### src/sv/weighted_failover_priority_list_core_defines.svh
// Assertion macros shared by the weighted failover priority list RTL.
`ifndef WEIGHTED_FAILOVER_PRIORITY_LIST_CORE_DEFINES_SVH
`define WEIGHTED_FAILOVER_PRIORITY_LIST_CORE_DEFINES_SVH

`ifndef SYNTHESIS
// Property that must hold at every clock edge out of reset.
`define WFPL_ASSERT(name, prop, msg) \
  name: assert property (@(posedge clk_i) disable iff (!rst_ni) (prop)) else $error(msg);
// Antecedent in one cycle implies consequent in the next.
`define WFPL_ASSERT_NEXT(name, ante, cons, msg) \
  name: assert property (@(posedge clk_i) disable iff (!rst_ni) (ante) |=> (cons)) else $error(msg);
`else
`define WFPL_ASSERT(name, prop, msg)
`define WFPL_ASSERT_NEXT(name, ante, cons, msg)
`endif

`endif

### src/sv/wfpl_pkg.sv
// Types and codes shared by the weighted failover priority list modules.
package wfpl_pkg;

  localparam int unsigned OpW         = 3;
  localparam int unsigned IdPortW     = 8;
  localparam int unsigned WeightPortW = 16;

  typedef enum logic [OpW-1:0] {
    OP_INSERT         = 3'd0,
    OP_FIRST_AVAIL    = 3'd1,
    OP_FIRST_UNAVAIL  = 3'd2,
    OP_MARK_UNAVAIL   = 3'd3,
    OP_MARK_AVAIL     = 3'd4
  } op_e;

  typedef enum logic [1:0] {
    ST_OK     = 2'd0,
    ST_FULL   = 2'd1,
    ST_ABSENT = 2'd2
  } status_e;

  typedef enum logic [1:0] {
    S_IDLE,
    S_READ,
    S_EVAL,
    S_DONE
  } fsm_e;

  // Request payload as it arrives on the ports.
  typedef struct packed {
    logic [OpW-1:0]         op;
    logic [IdPortW-1:0]     node_id;
    logic [WeightPortW-1:0] weight;
    logic                   start_available;
  } req_t;

  typedef struct packed {
    logic               found;
    logic [IdPortW-1:0] result_id;
    status_e            status;
  } res_t;

  // Top level to sequencer.
  typedef struct packed {
    logic start;
    logic ack;
  } ctl_t;

  // Sequencer to top level.
  typedef struct packed {
    logic idle;
    logic done;
    res_t res;
  } stat_t;

endpackage

### src/sv/wfpl_ram.sv
// Entry memory: one write port, one read port with registered read data.
module wfpl_ram #(
  parameter int unsigned DEPTH = 16,
  parameter int unsigned WIDTH = 25
) (
  input  logic                       clk_i,
  input  logic                       rd_en_i,
  input  logic [$clog2(DEPTH)-1:0]   rd_addr_i,
  output logic [WIDTH-1:0]           rd_data_o,
  input  logic                       we_i,
  input  logic [$clog2(DEPTH)-1:0]   wr_addr_i,
  input  logic [WIDTH-1:0]           wr_data_i
);

  logic [WIDTH-1:0] mem [DEPTH];
  logic [WIDTH-1:0] rd_data_q;

  always_ff @(posedge clk_i) begin
    if (we_i) begin
      mem[wr_addr_i] <= wr_data_i;
    end
  end

  always_ff @(posedge clk_i) begin
    if (rd_en_i) begin
      rd_data_q <= mem[rd_addr_i];
    end
  end

  assign rd_data_o = rd_data_q;

endmodule

### src/sv/wfpl_seq.sv
// Sequencer with the shared entry compare unit: scans, shifts and marks entries.
`include "weighted_failover_priority_list_core_defines.svh"
module wfpl_seq
  import wfpl_pkg::*;
#(
  parameter int unsigned DEPTH       = 16,
  parameter int unsigned ID_BITS     = 8,
  parameter int unsigned WEIGHT_BITS = 16
) (
  input  logic                                    clk_i,
  input  logic                                    rst_ni,
  input  ctl_t                                    ctl_i,
  input  req_t                                    req_i,
  output stat_t                                   stat_o,
  output logic                                    mem_rd_en_o,
  output logic [$clog2(DEPTH)-1:0]                mem_rd_addr_o,
  input  logic [ID_BITS+WEIGHT_BITS:0]            mem_rd_data_i,
  output logic                                    mem_we_o,
  output logic [$clog2(DEPTH)-1:0]                mem_wr_addr_o,
  output logic [ID_BITS+WEIGHT_BITS:0]            mem_wr_data_o
);

  localparam int unsigned AW = $clog2(DEPTH);
  localparam int unsigned CW = $clog2(DEPTH + 1);
  localparam int unsigned EW = ID_BITS + WEIGHT_BITS + 1;
  localparam logic [CW-1:0] DepthC = CW'(DEPTH);

  fsm_e                   state_q, state_d;
  logic [OpW-1:0]         op_q;
  logic [ID_BITS-1:0]     id_q;
  logic [WEIGHT_BITS-1:0] w_q;
  logic                   av_q;
  logic [CW-1:0]          idx_q, idx_d;
  logic [CW-1:0]          count_q, count_d;
  res_t                   res_q, res_d;

  // Request fields taken to storage widths.
  logic [ID_BITS+IdPortW-1:0]         id_ext;
  logic [WEIGHT_BITS+WeightPortW-1:0] w_ext;
  logic [ID_BITS-1:0]                 id_in;
  logic [WEIGHT_BITS-1:0]             w_in;
  logic                               av_in;

  // Entry read back from memory.
  logic [ID_BITS-1:0]         rd_id;
  logic [WEIGHT_BITS-1:0]     rd_w;
  logic                       rd_av;
  logic [ID_BITS+IdPortW-1:0] rd_id_ext;

  logic          start, req_ins, req_known, full;
  logic          is_ins, is_mark, scan_end, hit;
  logic [CW-1:0] idx_m1;

  assign start     = ctl_i.start && (state_q == S_IDLE);
  assign req_ins   = (req_i.op == OP_INSERT);
  assign req_known = (req_i.op <= OP_MARK_AVAIL);
  assign full      = (count_q == DepthC);

  assign id_ext = {{ID_BITS{1'b0}}, req_i.node_id};
  assign w_ext  = {{WEIGHT_BITS{1'b0}}, req_i.weight};
  assign id_in  = id_ext[ID_BITS-1:0];
  assign w_in   = w_ext[WEIGHT_BITS-1:0];

  // Lookups carry the wanted mark in av_q, marks carry the new mark.
  always_comb begin
    case (req_i.op)
      OP_INSERT:        av_in = req_i.start_available;
      OP_FIRST_AVAIL:   av_in = 1'b1;
      OP_MARK_AVAIL:    av_in = 1'b1;
      default:          av_in = 1'b0;
    endcase
  end

  assign rd_id     = mem_rd_data_i[EW-1 -: ID_BITS];
  assign rd_w      = mem_rd_data_i[WEIGHT_BITS:1];
  assign rd_av     = mem_rd_data_i[0];
  assign rd_id_ext = {{IdPortW{1'b0}}, rd_id};

  assign is_ins  = (op_q == OP_INSERT);
  assign is_mark = (op_q == OP_MARK_UNAVAIL) || (op_q == OP_MARK_AVAIL);
  assign idx_m1  = idx_q - CW'(1);

  // Insert walks down from the tail, the others walk up from the head.
  assign scan_end = is_ins ? (idx_q == '0) : (idx_q == count_q);

  // Shared compare unit.
  always_comb begin
    case (op_q)
      OP_INSERT:        hit = (w_q < rd_w);
      OP_FIRST_AVAIL:   hit = (rd_av == av_q);
      OP_FIRST_UNAVAIL: hit = (rd_av == av_q);
      OP_MARK_UNAVAIL:  hit = (rd_id == id_q);
      OP_MARK_AVAIL:    hit = (rd_id == id_q);
      default:          hit = 1'b0;
    endcase
  end

  // Next state.
  always_comb begin
    state_d = state_q;
    case (state_q)
      S_IDLE: begin
        if (start) begin
          if ((req_ins && full) || !req_known) begin
            state_d = S_DONE;
          end else begin
            state_d = S_READ;
          end
        end
      end
      S_READ: begin
        state_d = scan_end ? S_DONE : S_EVAL;
      end
      S_EVAL: begin
        if (is_ins) begin
          state_d = hit ? S_READ : S_DONE;
        end else begin
          state_d = hit ? S_DONE : S_READ;
        end
      end
      S_DONE: begin
        if (ctl_i.ack) begin
          state_d = S_IDLE;
        end
      end
      default: state_d = S_IDLE;
    endcase
  end

  // Datapath and memory control.
  always_comb begin
    idx_d         = idx_q;
    count_d       = count_q;
    res_d         = res_q;
    mem_rd_en_o   = 1'b0;
    mem_rd_addr_o = is_ins ? idx_m1[AW-1:0] : idx_q[AW-1:0];
    mem_we_o      = 1'b0;
    mem_wr_addr_o = idx_q[AW-1:0];
    mem_wr_data_o = {id_q, w_q, av_q};
    case (state_q)
      S_IDLE: begin
        if (start) begin
          res_d.found     = 1'b0;
          res_d.result_id = '0;
          res_d.status    = (req_ins && full) ? ST_FULL : ST_OK;
          idx_d           = req_ins ? count_q : '0;
        end
      end
      S_READ: begin
        if (scan_end) begin
          if (is_ins) begin
            mem_we_o = 1'b1;
            count_d  = count_q + CW'(1);
          end else if (is_mark) begin
            res_d.status = ST_ABSENT;
          end
        end else begin
          mem_rd_en_o = 1'b1;
        end
      end
      S_EVAL: begin
        if (is_ins) begin
          mem_we_o = 1'b1;
          if (hit) begin
            // heavier entry moves up one slot
            mem_wr_data_o = mem_rd_data_i;
            idx_d         = idx_m1;
          end else begin
            count_d = count_q + CW'(1);
          end
        end else if (hit) begin
          if (is_mark) begin
            mem_we_o      = 1'b1;
            mem_wr_data_o = {rd_id, rd_w, av_q};
          end else begin
            res_d.found     = 1'b1;
            res_d.result_id = rd_id_ext[IdPortW-1:0];
          end
        end else begin
          idx_d = idx_q + CW'(1);
        end
      end
      S_DONE: ;
      default: ;
    endcase
  end

  always_ff @(posedge clk_i or negedge rst_ni) begin
    if (!rst_ni) begin
      state_q <= S_IDLE;
      count_q <= '0;
      idx_q   <= '0;
    end else begin
      state_q <= state_d;
      count_q <= count_d;
      idx_q   <= idx_d;
    end
  end

  always_ff @(posedge clk_i) begin
    res_q <= res_d;
    if (start) begin
      op_q <= req_i.op;
      id_q <= id_in;
      w_q  <= w_in;
      av_q <= av_in;
    end
  end

  assign stat_o.idle = (state_q == S_IDLE);
  assign stat_o.done = (state_q == S_DONE);
  assign stat_o.res  = res_q;

  `WFPL_ASSERT(a_cnt_bound, count_q <= DepthC, "entry count above depth")
  `WFPL_ASSERT(a_we_state, mem_we_o |-> (state_q == S_READ || state_q == S_EVAL), "write outside scan")
  `WFPL_ASSERT_NEXT(a_cnt_idle, state_q == S_IDLE, $stable(count_q), "count changed while idle")

endmodule

### src/sv/weighted_failover_priority_list_core.sv
// Top level of the weighted failover priority list: handshakes, result register, units.
//
// Keeps up to DEPTH entries (id, weight, available mark) sorted by ascending
// weight; equal weights stay in insertion order. Ops: insert (status FULL when
// the table holds DEPTH entries), first available / first unavailable lookup
// (found=0, id=0 when none or the table is empty), mark unavailable / mark
// available on the first entry with a matching id (status ABSENT when none).
// Unused op codes give an OK result and change nothing. Exactly one result
// comes out per accepted item. One item is worked on at a time: in_ready_o is
// high only while the sequencer is idle. The entries sit in a single-port-read
// memory with a registered read, so each entry visited is first read and then
// compared in the shared unit. A scan stops on a compare (a lookup or mark that
// matches, an insert that settles behind a lighter or equal entry) or runs past
// the last entry to read (a lookup or mark with no match, an insert that lands
// at the head). A full-table insert or an unused op goes straight to done. The
// finished result sits in an output register, so the next item can be taken
// while the result waits on out_ready_i. The memory needs no clearing after
// reset: only entries below the count are ever read.
module weighted_failover_priority_list_core
  import wfpl_pkg::*;
#(
  parameter int unsigned DEPTH       = 16,
  parameter int unsigned ID_BITS     = 8,
  parameter int unsigned WEIGHT_BITS = 16
) (
  input  logic                   clk_i,
  input  logic                   rst_ni,
  input  logic                   in_valid_i,
  output logic                   in_ready_o,
  input  logic [OpW-1:0]         op_i,
  input  logic [IdPortW-1:0]     node_id_i,
  input  logic [WeightPortW-1:0] weight_i,
  input  logic                   start_available_i,
  output logic                   out_valid_o,
  input  logic                   out_ready_i,
  output logic                   found_o,
  output logic [IdPortW-1:0]     result_id_o,
  output logic [1:0]             status_o
);

  localparam int unsigned AW = $clog2(DEPTH);
  localparam int unsigned EW = ID_BITS + WEIGHT_BITS + 1;

  ctl_t  ctl;
  req_t  req;
  stat_t stat;

  logic          mem_rd_en, mem_we;
  logic [AW-1:0] mem_rd_addr, mem_wr_addr;
  logic [EW-1:0] mem_rd_data, mem_wr_data;

  // Output register: holds a result until the consumer takes it.
  logic                out_valid_q, out_valid_d;
  logic                found_q;
  logic [IdPortW-1:0]  result_id_q;
  status_e             status_q;
  logic                load;

  assign req.op              = op_i;
  assign req.node_id         = node_id_i;
  assign req.weight          = weight_i;
  assign req.start_available = start_available_i;

  assign in_ready_o = stat.idle;
  assign load       = stat.done && (!out_valid_q || out_ready_i);
  assign ctl.start  = in_valid_i && in_ready_o;
  assign ctl.ack    = load;

  always_comb begin
    out_valid_d = out_valid_q;
    if (load) begin
      out_valid_d = 1'b1;
    end else if (out_ready_i) begin
      out_valid_d = 1'b0;
    end
  end

  always_ff @(posedge clk_i or negedge rst_ni) begin
    if (!rst_ni) begin
      out_valid_q <= 1'b0;
    end else begin
      out_valid_q <= out_valid_d;
    end
  end

  always_ff @(posedge clk_i) begin
    if (load) begin
      found_q     <= stat.res.found;
      result_id_q <= stat.res.result_id;
      status_q    <= stat.res.status;
    end
  end

  assign out_valid_o = out_valid_q;
  assign found_o     = found_q;
  assign result_id_o = result_id_q;
  assign status_o    = status_q;

  wfpl_seq #(
    .DEPTH       (DEPTH),
    .ID_BITS     (ID_BITS),
    .WEIGHT_BITS (WEIGHT_BITS)
  ) u_seq (
    .clk_i         (clk_i),
    .rst_ni        (rst_ni),
    .ctl_i         (ctl),
    .req_i         (req),
    .stat_o        (stat),
    .mem_rd_en_o   (mem_rd_en),
    .mem_rd_addr_o (mem_rd_addr),
    .mem_rd_data_i (mem_rd_data),
    .mem_we_o      (mem_we),
    .mem_wr_addr_o (mem_wr_addr),
    .mem_wr_data_o (mem_wr_data)
  );

  wfpl_ram #(
    .DEPTH (DEPTH),
    .WIDTH (EW)
  ) u_ram (
    .clk_i     (clk_i),
    .rd_en_i   (mem_rd_en),
    .rd_addr_i (mem_rd_addr),
    .rd_data_o (mem_rd_data),
    .we_i      (mem_we),
    .wr_addr_i (mem_wr_addr),
    .wr_data_i (mem_wr_data)
  );

endmodule
### config.mk
export PLATFORM = sky130hd
export DESIGN_NAME = weighted_failover_priority_list_core
export DESIGN_NICKNAME = d
export VERILOG_FILES = /design/src/sv/wfpl_pkg.sv /design/src/sv/wfpl_ram.sv /design/src/sv/wfpl_seq.sv /design/src/sv/weighted_failover_priority_list_core.sv
export VERILOG_INCLUDE_DIRS = /design/src /design/src/sv
export SDC_FILE = /design/constraint.sdc
export NUM_CORES = 1
export LEC_CHECK = 0
export ABC_CLOCK_PERIOD_IN_PS = 2700
export BUFFER_PORTS_ARGS = -buffer_cell sky130_fd_sc_hd__buf_4
export CAP_MARGIN = 30
export CELL_PAD_IN_SITES_DETAIL_PLACEMENT = 0
export CELL_PAD_IN_SITES_GLOBAL_PLACEMENT = 2
export CORE_MARGIN = 1
export CORE_UTILIZATION = 43
export CTS_BUF_LIST = sky130_fd_sc_hd__clkbuf_4
export CTS_CLUSTER_DIAMETER = 30
export DETAILED_ROUTE_END_ITERATION = 16
export PLACE_DENSITY = 0.77
export REMOVE_ABC_BUFFERS = 1
export SETUP_SLACK_MARGIN = 0.3
export SLEW_MARGIN = 20
export SYNTH_ARGS = -nofsm -noshare
export SYNTH_HDL_FRONTEND = slang
export SYNTH_SLANG_ARGS = --single-unit
### constraint.sdc
create_clock -name clk_i -period 2.7 [get_ports clk_i]
set_clock_uncertainty 0.05 [all_clocks]
set_input_delay 0.54 -clock clk_i [delete_from_list [all_inputs] [get_ports clk_i]]
set_output_delay 0.54 -clock clk_i [all_outputs]
set_load 0.05 [all_outputs]
==> metrics.md, run 1 <==
| Metric | Value |
|---|---|
| Async S/R FF share, synth | around 2.7% |
| Distinct cells, synth | 52 |
| Share of cells above drive strength 1 | about two fifths |
| Fin cells | 2299 |
| Clock root buffer | clkbuf_4 |
| Final ANT Viol Nets | 0 |
| Vias/cell | 5.68 |
| DRT Pass-1 Iters | 5 |
| Max Fanout on Critical Path | 8 |
| Nets | 1663 |
| Fill cell count | 3389 |
| Worst-Skew Late Latency | 0.98 ns |
| Tcrit/Tclk final | 107% |
| Psw | roughly 8.5 mW |
| Remaining DRCs | 0 |
| Top cell family by delay on the critical path | simple AND/OR/NAND/NOR gates |
| Fmax | 345 MHz |
| Total global routing overflow | 0 |
| Comb pwr share | 36.7% |
| Pin count of the biggest net entering global routing | 43 |
| Status | complete, but fails checks |
| DP HPWL | 29.8 mm |
| Global-route wire length before repair | 81.1 mm |
| Sum Neg Setup Slack | -66.92 ns |
| CP Data Required Time | ~3.3 ns |
| DIE AREA | 46800 µm² |
| Pwr Density | 955 nW/µm² |
| Total Routed Length | 59.8 mm |
| Worst path bufs/invs | 2 |
| Leakage | 9.98 nW |
| Switching share of power | 33.2% |
| CORE AREA | roughly 45000 µm² |
| Critical Path Max Stage Delay | a little over 0.5 ns |
| CTS buffer count | 130 |
| Startpoint Class | flop |
| Slew Viols, Final | 0 |
| Die Ht | 216 µm |
| Setup ws final | -0.200 ns |
| Synth area leader | edfxtp_1 |
| Placed cell count | 1903 |
| Sink Count | 488 |
| Buffers on Ports | 44 |
| RSZ-0062 raised after global routing | yes |
| Worst min path class | in2reg |
| CTS H-Tree Depth | 4 |
| Gate count of the mapped netlist | 1180 |
| Vias in the first global route | 12400 |
| Crit path kind | reg2reg |
| EDFF count, synth | roughly 480 |
| Max-cap violations | 0 |
| Slew margin rel. | 56.8% |
| Final setup viols | about 550 |
| All-Layer GR Usage | 24.5% |
| Vias post-DR | 13100 |
| Clock group share of total power | 25.2% |
| Leading register cell type out of synthesis | edfxtp_1 |
| Share of the synthesized area in the top cell type | 72.1% |
| Failing checks | negative setup slack |
| Synth warnings | 0 |
| FP Rows | 78 |
| Core Util, Final | 59.3% |
| Worst-path clk slew | 0.08 ns |
| Worst-margin pin slew | 0.646 ns |
| Worst setup EP type | flop |
| Clk buf depth | 3 |
| Starting DRT DRC Count | 1500 |
| Dpl ws | -0.289 ns |
| CP cell instances | inv_1 -> ha_1 -> and4_4 -> nand3_2 -> or4_4 -> a31o_4 -> and3_4 -> buf_12 -> mux2_4 |
| Initial antenna violation count | 2 |
| CP arrival | 3.52 ns |
| Area Growth Syn to Fin | 36.1% |
| Sequential Power Share | ~38% |
| Synth Cell Area | 19800 µm² |
| WL per Instance | 26.0 µm |
| Initial cell density of the core | 43.6% |
| Die X | 216 µm |
| Avg Inst Size Synth | 16.8 µm² |
| Post-synthesis register bit count | a little under 500 |
| Slowest cell on crit path | or4_4 |
| Design Power | roughly 26 mW |
| Top post-synthesis cells by area | edfxtp_1 (72%), mux4_2 (5.7%), nand2_1 (3.2%), mux2i_1 (2.6%), dfrtp_1 (1.6%) |
| Top-level I/O count | 45 |
| Sequential share of the synthesized area | 73.8% |
| Hold Vio Cnt, Final | 0 |
| Pint | approximately 17 mW |
| Maximum VDD drop | 0.000589 V |
| Final Critical Period | 2.90 ns |
| TritonCTS clock tree | yes |
| GP Congestion | 0.789 |
[sequential cells by signal, indices dropped and copies added (netlist names), 2 cells and up]
register         cells
u_seq.op_q           3
u_seq.id_q           8
result_id_o          8
u_seq.state_q        2
u_ram.mem          400
u_seq.idx_q          5
status_o             2
u_ram.rd_data_o     25
u_seq.w_q           16
u_seq.count_q        5
u_seq.stat_o        11
[routing by layer]
metal	track usage [%]	part of all wire, %	vias up
li1	-	-	5610
met1	33.9	41	6564
met2	37.8	47	743
met3	6.16	9.8	146
met4	8.59	2.8	0
met5	0	0	-
[synth_stat cells (12+ instances only)]
cell type	n
clkbuf_1	41
inv_1	26
nand4_1	29
a32oi_1	25
and3_1	18
xnor2_1	12
mux2_4	20
ha_1	26
and2_1	12
nor2_1	17
nand3_1	57
mux2i_1	51
o21ai_0	32
buf_2	14
mux4_2	50
a21oi_1	14
nand2_1	167
xor2_1	12
dfrtp_1	13
edfxtp_1	475
[cells by family (layout without fill, tap and decap cells)]
| kind of cell | after synthesis | after routing | share of synthesized area, % |
|---|---|---|---|
| flops | 488 | 488 | 73.8 |
| simple gates | 327 | 328 | 7.87 |
| mux | 128 | 152 | 10.2 |
| compound gates | 100 | 100 | 3.46 |
| buf+inv | 87 | 577 | 1.98 |
| fa+ha+maj | 26 | 26 | 1.65 |
| xor+xnor | 24 | 24 | 1.06 |
| other cells | 0 | 4 | 0 |
[cells in the final DEF, fill, tap and decap left out, types with 12 or more instances in the layout]
cell           count
nor2_1            15
buf_4            158
buf_16            20
clkbuf_4         180
nand2_1          165
and3_4            21
nand3_1           56
clkbuf_16         16
o21ai_1           22
buf_6             24
dlygate4sd3_1     32
a32oi_1           25
buf_12            69
mux2_4            50
dfrtp_1           12
ha_1              22
mux2i_1           47
clkinv_1          26
mux4_2            50
edfxtp_1         475
nand4_1           29
inv_1             24
[final timing paths]
check                                              startpoint                      endpoint  slack (ns)  depth (start not counted)
max in group asynchronous                              rst_ni  u_seq.state_q[1]$_DFFE_PN0P_        1.49                          3
worst min register to register  u_seq.stat_o[8]$_SDFFCE_PN0P_      result_id_o[6]$_DFFE_PP_        0.37                          0
worst max-delay path            u_ram.rd_data_o[14]$_DFFE_PP_    u_ram.mem[0][23]$_DFFE_PP_       -0.20                          9
worst max register to register  u_ram.rd_data_o[14]$_DFFE_PP_    u_ram.mem[0][23]$_DFFE_PP_       -0.20                          9
min in group asynchronous                              rst_ni       out_valid_o$_DFFE_PN0P_        0.64                          3
worst min-delay path                              weight_i[2]        u_seq.w_q[2]$_DFFE_PP_        0.26                          2
[power by group through the flow]
stage          Sequential (mW)  Clock (mW)  Combinational (mW)
2_1_floorplan             10.0           0                4.18
3_3_place_gp              9.87           0                7.23
3_5_place_dp              9.88           0                7.28
4_1_cts                   9.76        6.62                7.73
5_1_grt                   9.82        7.01                9.94
6_report                  9.77        6.49                9.44
[timing repair]
item | CTS | global route
hold endpoints to repair | 45 | 0
pin swaps | 8 | 16
endpoints found under the setup margin | 837 | 846
resized for setup | 62 | 151
gates cloned | 42 | 17
hold buffers | 32 | 0
setup buffers | 13 | 66
[layout make-up]
type | instances | area, µm² | area share [%]
antenna | 4 | 10.0 | 0.0372
clock inverter | 42 | 284 | 1.06
tap | 600 | 751 | 2.79
clock buffer | 180 | 1350 | 5.02
timing repair buffer | 329 | 4260 | 15.8
sequential | 488 | 14600 | 54.2
multi-input combinational | 630 | 5560 | 20.7
inverter | 26 | 97.6 | 0.363
[worst register-to-register path, cell delays in order (launching register included)]
cell	delay (ns)
edfxtp_1	0.36
inv_1	0.05
ha_1	0.29
and4_4	0.24
nand3_2	0.06
or4_4	0.51
a31o_4	0.24
and3_4	0.25
buf_12	0.18
mux2_4	0.36
[through the flow]
stage | hold WS [ns] | area (µm²)
after floorplan | 0.194 | 19500
after global placement | 0.350 | 22300
after detailed placement | 0.352 | 22300
after CTS | 0.153 | 25300
after global routing | 0.216 | 26900
final | 0.260 | 26900
No activity file was read; power rests on OpenSTA's default activity.
==> run 2: changes to the inputs <==
--- a/config.mk
+++ b/config.mk
@@ -18,7 +18,6 @@
 export DETAILED_ROUTE_END_ITERATION = 16
 export PLACE_DENSITY = 0.77
 export REMOVE_ABC_BUFFERS = 1
-export SETUP_SLACK_MARGIN = 0.3
 export SLEW_MARGIN = 20
 export SYNTH_ARGS = -nofsm -noshare
 export SYNTH_HDL_FRONTEND = slang
==> run 2 against run 1 <==
Against the previous run:
- combinational power shrank 8.1%
- highest routed layer is now met5
- the run still ends with negative setup slack left
- largest cell class unchanged
- critical endpoint is now u_ram.mem[12][21]$_DFFE_PP_
- routed wire length is 2.2% lower
- die area stayed put
==> metrics.md, run 2 (same netlist as run 1, synthesis figures left out) <==
| Metric | Value |
|---|---|
| Status | complete, but fails checks |
| Failing checks | negative setup slack |
| Top-level I/O count | 45 |
| CP arrival | 3.53 ns |
| DP HPWL | roughly 30 mm |
| Pwr Density | 948 nW/µm² |
| Final Critical Period | around 2.9 ns |
| Clock root buffer | clkbuf_4 |
| Fill cell count | 3458 |
| Vias post-DR | 12800 |
| Buffers on Ports | 44 |
| Multi-input logic area | 5480 µm² |
| DRT Pass-1 Iters | 5 |
| Setup ws final | -0.198 ns |
| Reg2reg start | u_seq.w_q[12]$_DFFE_PP_ |
| Fmax | 345 MHz |
| Global-route wire length before repair | 80.9 mm |
| CP Data Required Time | 3.33 ns |
| Slew Viols, Final | 0 |
| Sequential Area | 14600 µm² |
| Hold Path Sink | u_seq.id_q[2]$_DFFE_PP_ |
| Total Routed Length | approximately 60 mm |
| Hold Vio Cnt, Final | 0 |
| Remaining DRCs | 0 |
| Commonest non-fill, non-tap cell in the layout | edfxtp_1 |
| Worst R2R End | u_ram.mem[12][21]$_DFFE_PP_ |
| Top reg by flops | u_ram.mem |
| Pin count of the biggest net entering global routing | 43 |
| Initial cell density of the core | 43.6% |
| Vias in the first global route | 12500 |
| Maximum VDD drop | between 0.0006 and 0.0007 V |
| Final ANT Viol Nets | 0 |
| Initial antenna violation count | 2 |
| CTS H-Tree Depth | 4 |
| Worst-Skew Late Latency | 1.00 ns |
| DIE AREA | approximately 47000 µm² |
| R2R depth | 8 |
| Max FFs per register | 400 |
| Slew margin rel. | about 57% |
| FP Rows | 78 |
| Design Power | approximately 25 mW |
| Hold Worst Slack | roughly 0.25 ns |
| Sum Neg Setup Slack | -72.84 ns |
| Area after DPL | roughly 22000 µm² |
| Share of cells above drive strength 1 | 37.0% |
| Worst min path class | in2reg |
| Startpoint Class | flop |
| Max-cap violations | 0 |
| Crit path kind | reg2reg |
| CTS buffer count | 130 |
| Post-route design area | 26300 µm² |
| Sink Count | just under 500 |
| Most frequent cells in the layout | edfxtp_1 (475), clkbuf_4 (180), nand2_1 (166) |
| Worst-path clk slew | 0.06 ns |
| Max Fanout on Critical Path | 8 |
| GP Congestion | 0.789 |
| Tcrit/Tclk final | 107% |
| Die Ht | ~220 µm |
| RSZ-0062 raised after global routing | yes |
| Reg-to-reg slack, setup | -0.20 ns |
| TritonCTS clock tree | yes |
| Clk buf depth | 3 |
| CORE AREA | 45400 µm² |
| Count of cells along the worst hold path | 2 |
| Area Growth Syn to Fin | 32.9% |
| Hold_sp | node_id_i[2] |
| Final setup viols | 634 |
| WL per Instance | 25.9 µm |
| Worst setup EP type | flop |
| Starting DRT DRC Count | 1408 |
| Total global routing overflow | 0 |
| Leakage | 9.69 nW |
| All-Layer GR Usage | between 20 and 25% |
| Worst-margin pin slew | about 0.65 ns |
| Vias/cell | 5.66 |
| Die X | 216 µm |
| Nets | 1626 |
## run 2: changes by cell type in the layout (fill, tap and decap cells not counted), moves of 6 or more
cell | before | now
buf_4 | 158 | 149
buf_8 | 10 | 4
buf_12 | 69 | 62
buf_6 | 24 | 14
o21ai_1 | 22 | 5
o21ai_0 | 8 | 26
## run 2: final cells by class
class,count,share of cell area [%]
well taps,600,2.86
clock inverters,42,1.08
clock buffers,180,5.14
flip-flops and latches,488,55.5
diodes,4,0.0381
multi-input cells,630,20.8
repair buffers,292,14.2
inverters,26,0.371
## run 2: what timing repair did
item | in CTS | in global routing
hold buffers | 32 | 0
endpoints found under the setup margin | 832 | 833
hold endpoints to repair | 45 | 0
setup buffers | 13 | 40
cloned | 42 | 12
pin swaps | 7 | 11
gates resized for setup | 60 | 103
## run 2: per-stage QoR
step | std cells | util [%] | worst slack (ns)
global placement | 1903 | 49.0 | -0.364
floorplan | 1119 | - | -8.54
detailed placement | 1903 | 49.0 | -0.289
finish | 2262 | 57.9 | -0.198
global route | 2260 | 57.9 | -0.263
CTS | 2212 | 55.8 | -0.195
## run 2: critical path, cell delays in order, from the launching register on
cell,delay [ns]
edfxtp_1,0.42
ha_1,0.30
and4_4,0.23
nand3_2,0.06
or4_4,0.51
a31o_4,0.24
and3_4,0.25
buf_12,0.18
mux2_4,0.35
## run 2: worst max path at each step
stage | startpoint | to | slack, ns | cells after the start
2_1_floorplan | u_seq.op_q[1]$_DFFE_PP_ | u_ram.rd_data_o[0]$_DFFE_PP_ | -8.54 | 5
3_3_place_gp | u_seq.op_q[1]$_DFFE_PP_ | u_ram.rd_data_o[19]$_DFFE_PP_ | -0.36 | 8
3_5_place_dp | u_ram.rd_data_o[16]$_DFFE_PP_ | u_ram.mem[11][8]$_DFFE_PP_ | -0.29 | 9
4_1_cts | u_seq.w_q[15]$_DFFE_PP_ | u_ram.mem[5][18]$_DFFE_PP_ | -0.19 | 8
5_1_grt | u_ram.rd_data_o[14]$_DFFE_PP_ | u_ram.mem[8][19]$_DFFE_PP_ | -0.26 | 9
6_report | u_seq.w_q[12]$_DFFE_PP_ | u_ram.mem[12][21]$_DFFE_PP_ | -0.20 | 8
## run 2: routing by layer
layer / wire length, µm / vias to the layer above / GRT usage (%)
met2: 27000 / 693 / 37.3
met1: 24000 / 6459 / 32.8
met3: 5520 / 118 / 7.71
met5: 44 / - / 0
li1: - / 5524 / -
met4: 1920 / 2 / 10.3
## run 2: report_power, final
group | switching (mW) | total [mW] | internal (mW)
combinational | 4.86 | 8.68 | 3.83
clock | 3.01 | 6.48 | 3.47
sequential | 0.371 | 9.77 | 9.40
total | 8.24 | 24.9 | 16.7
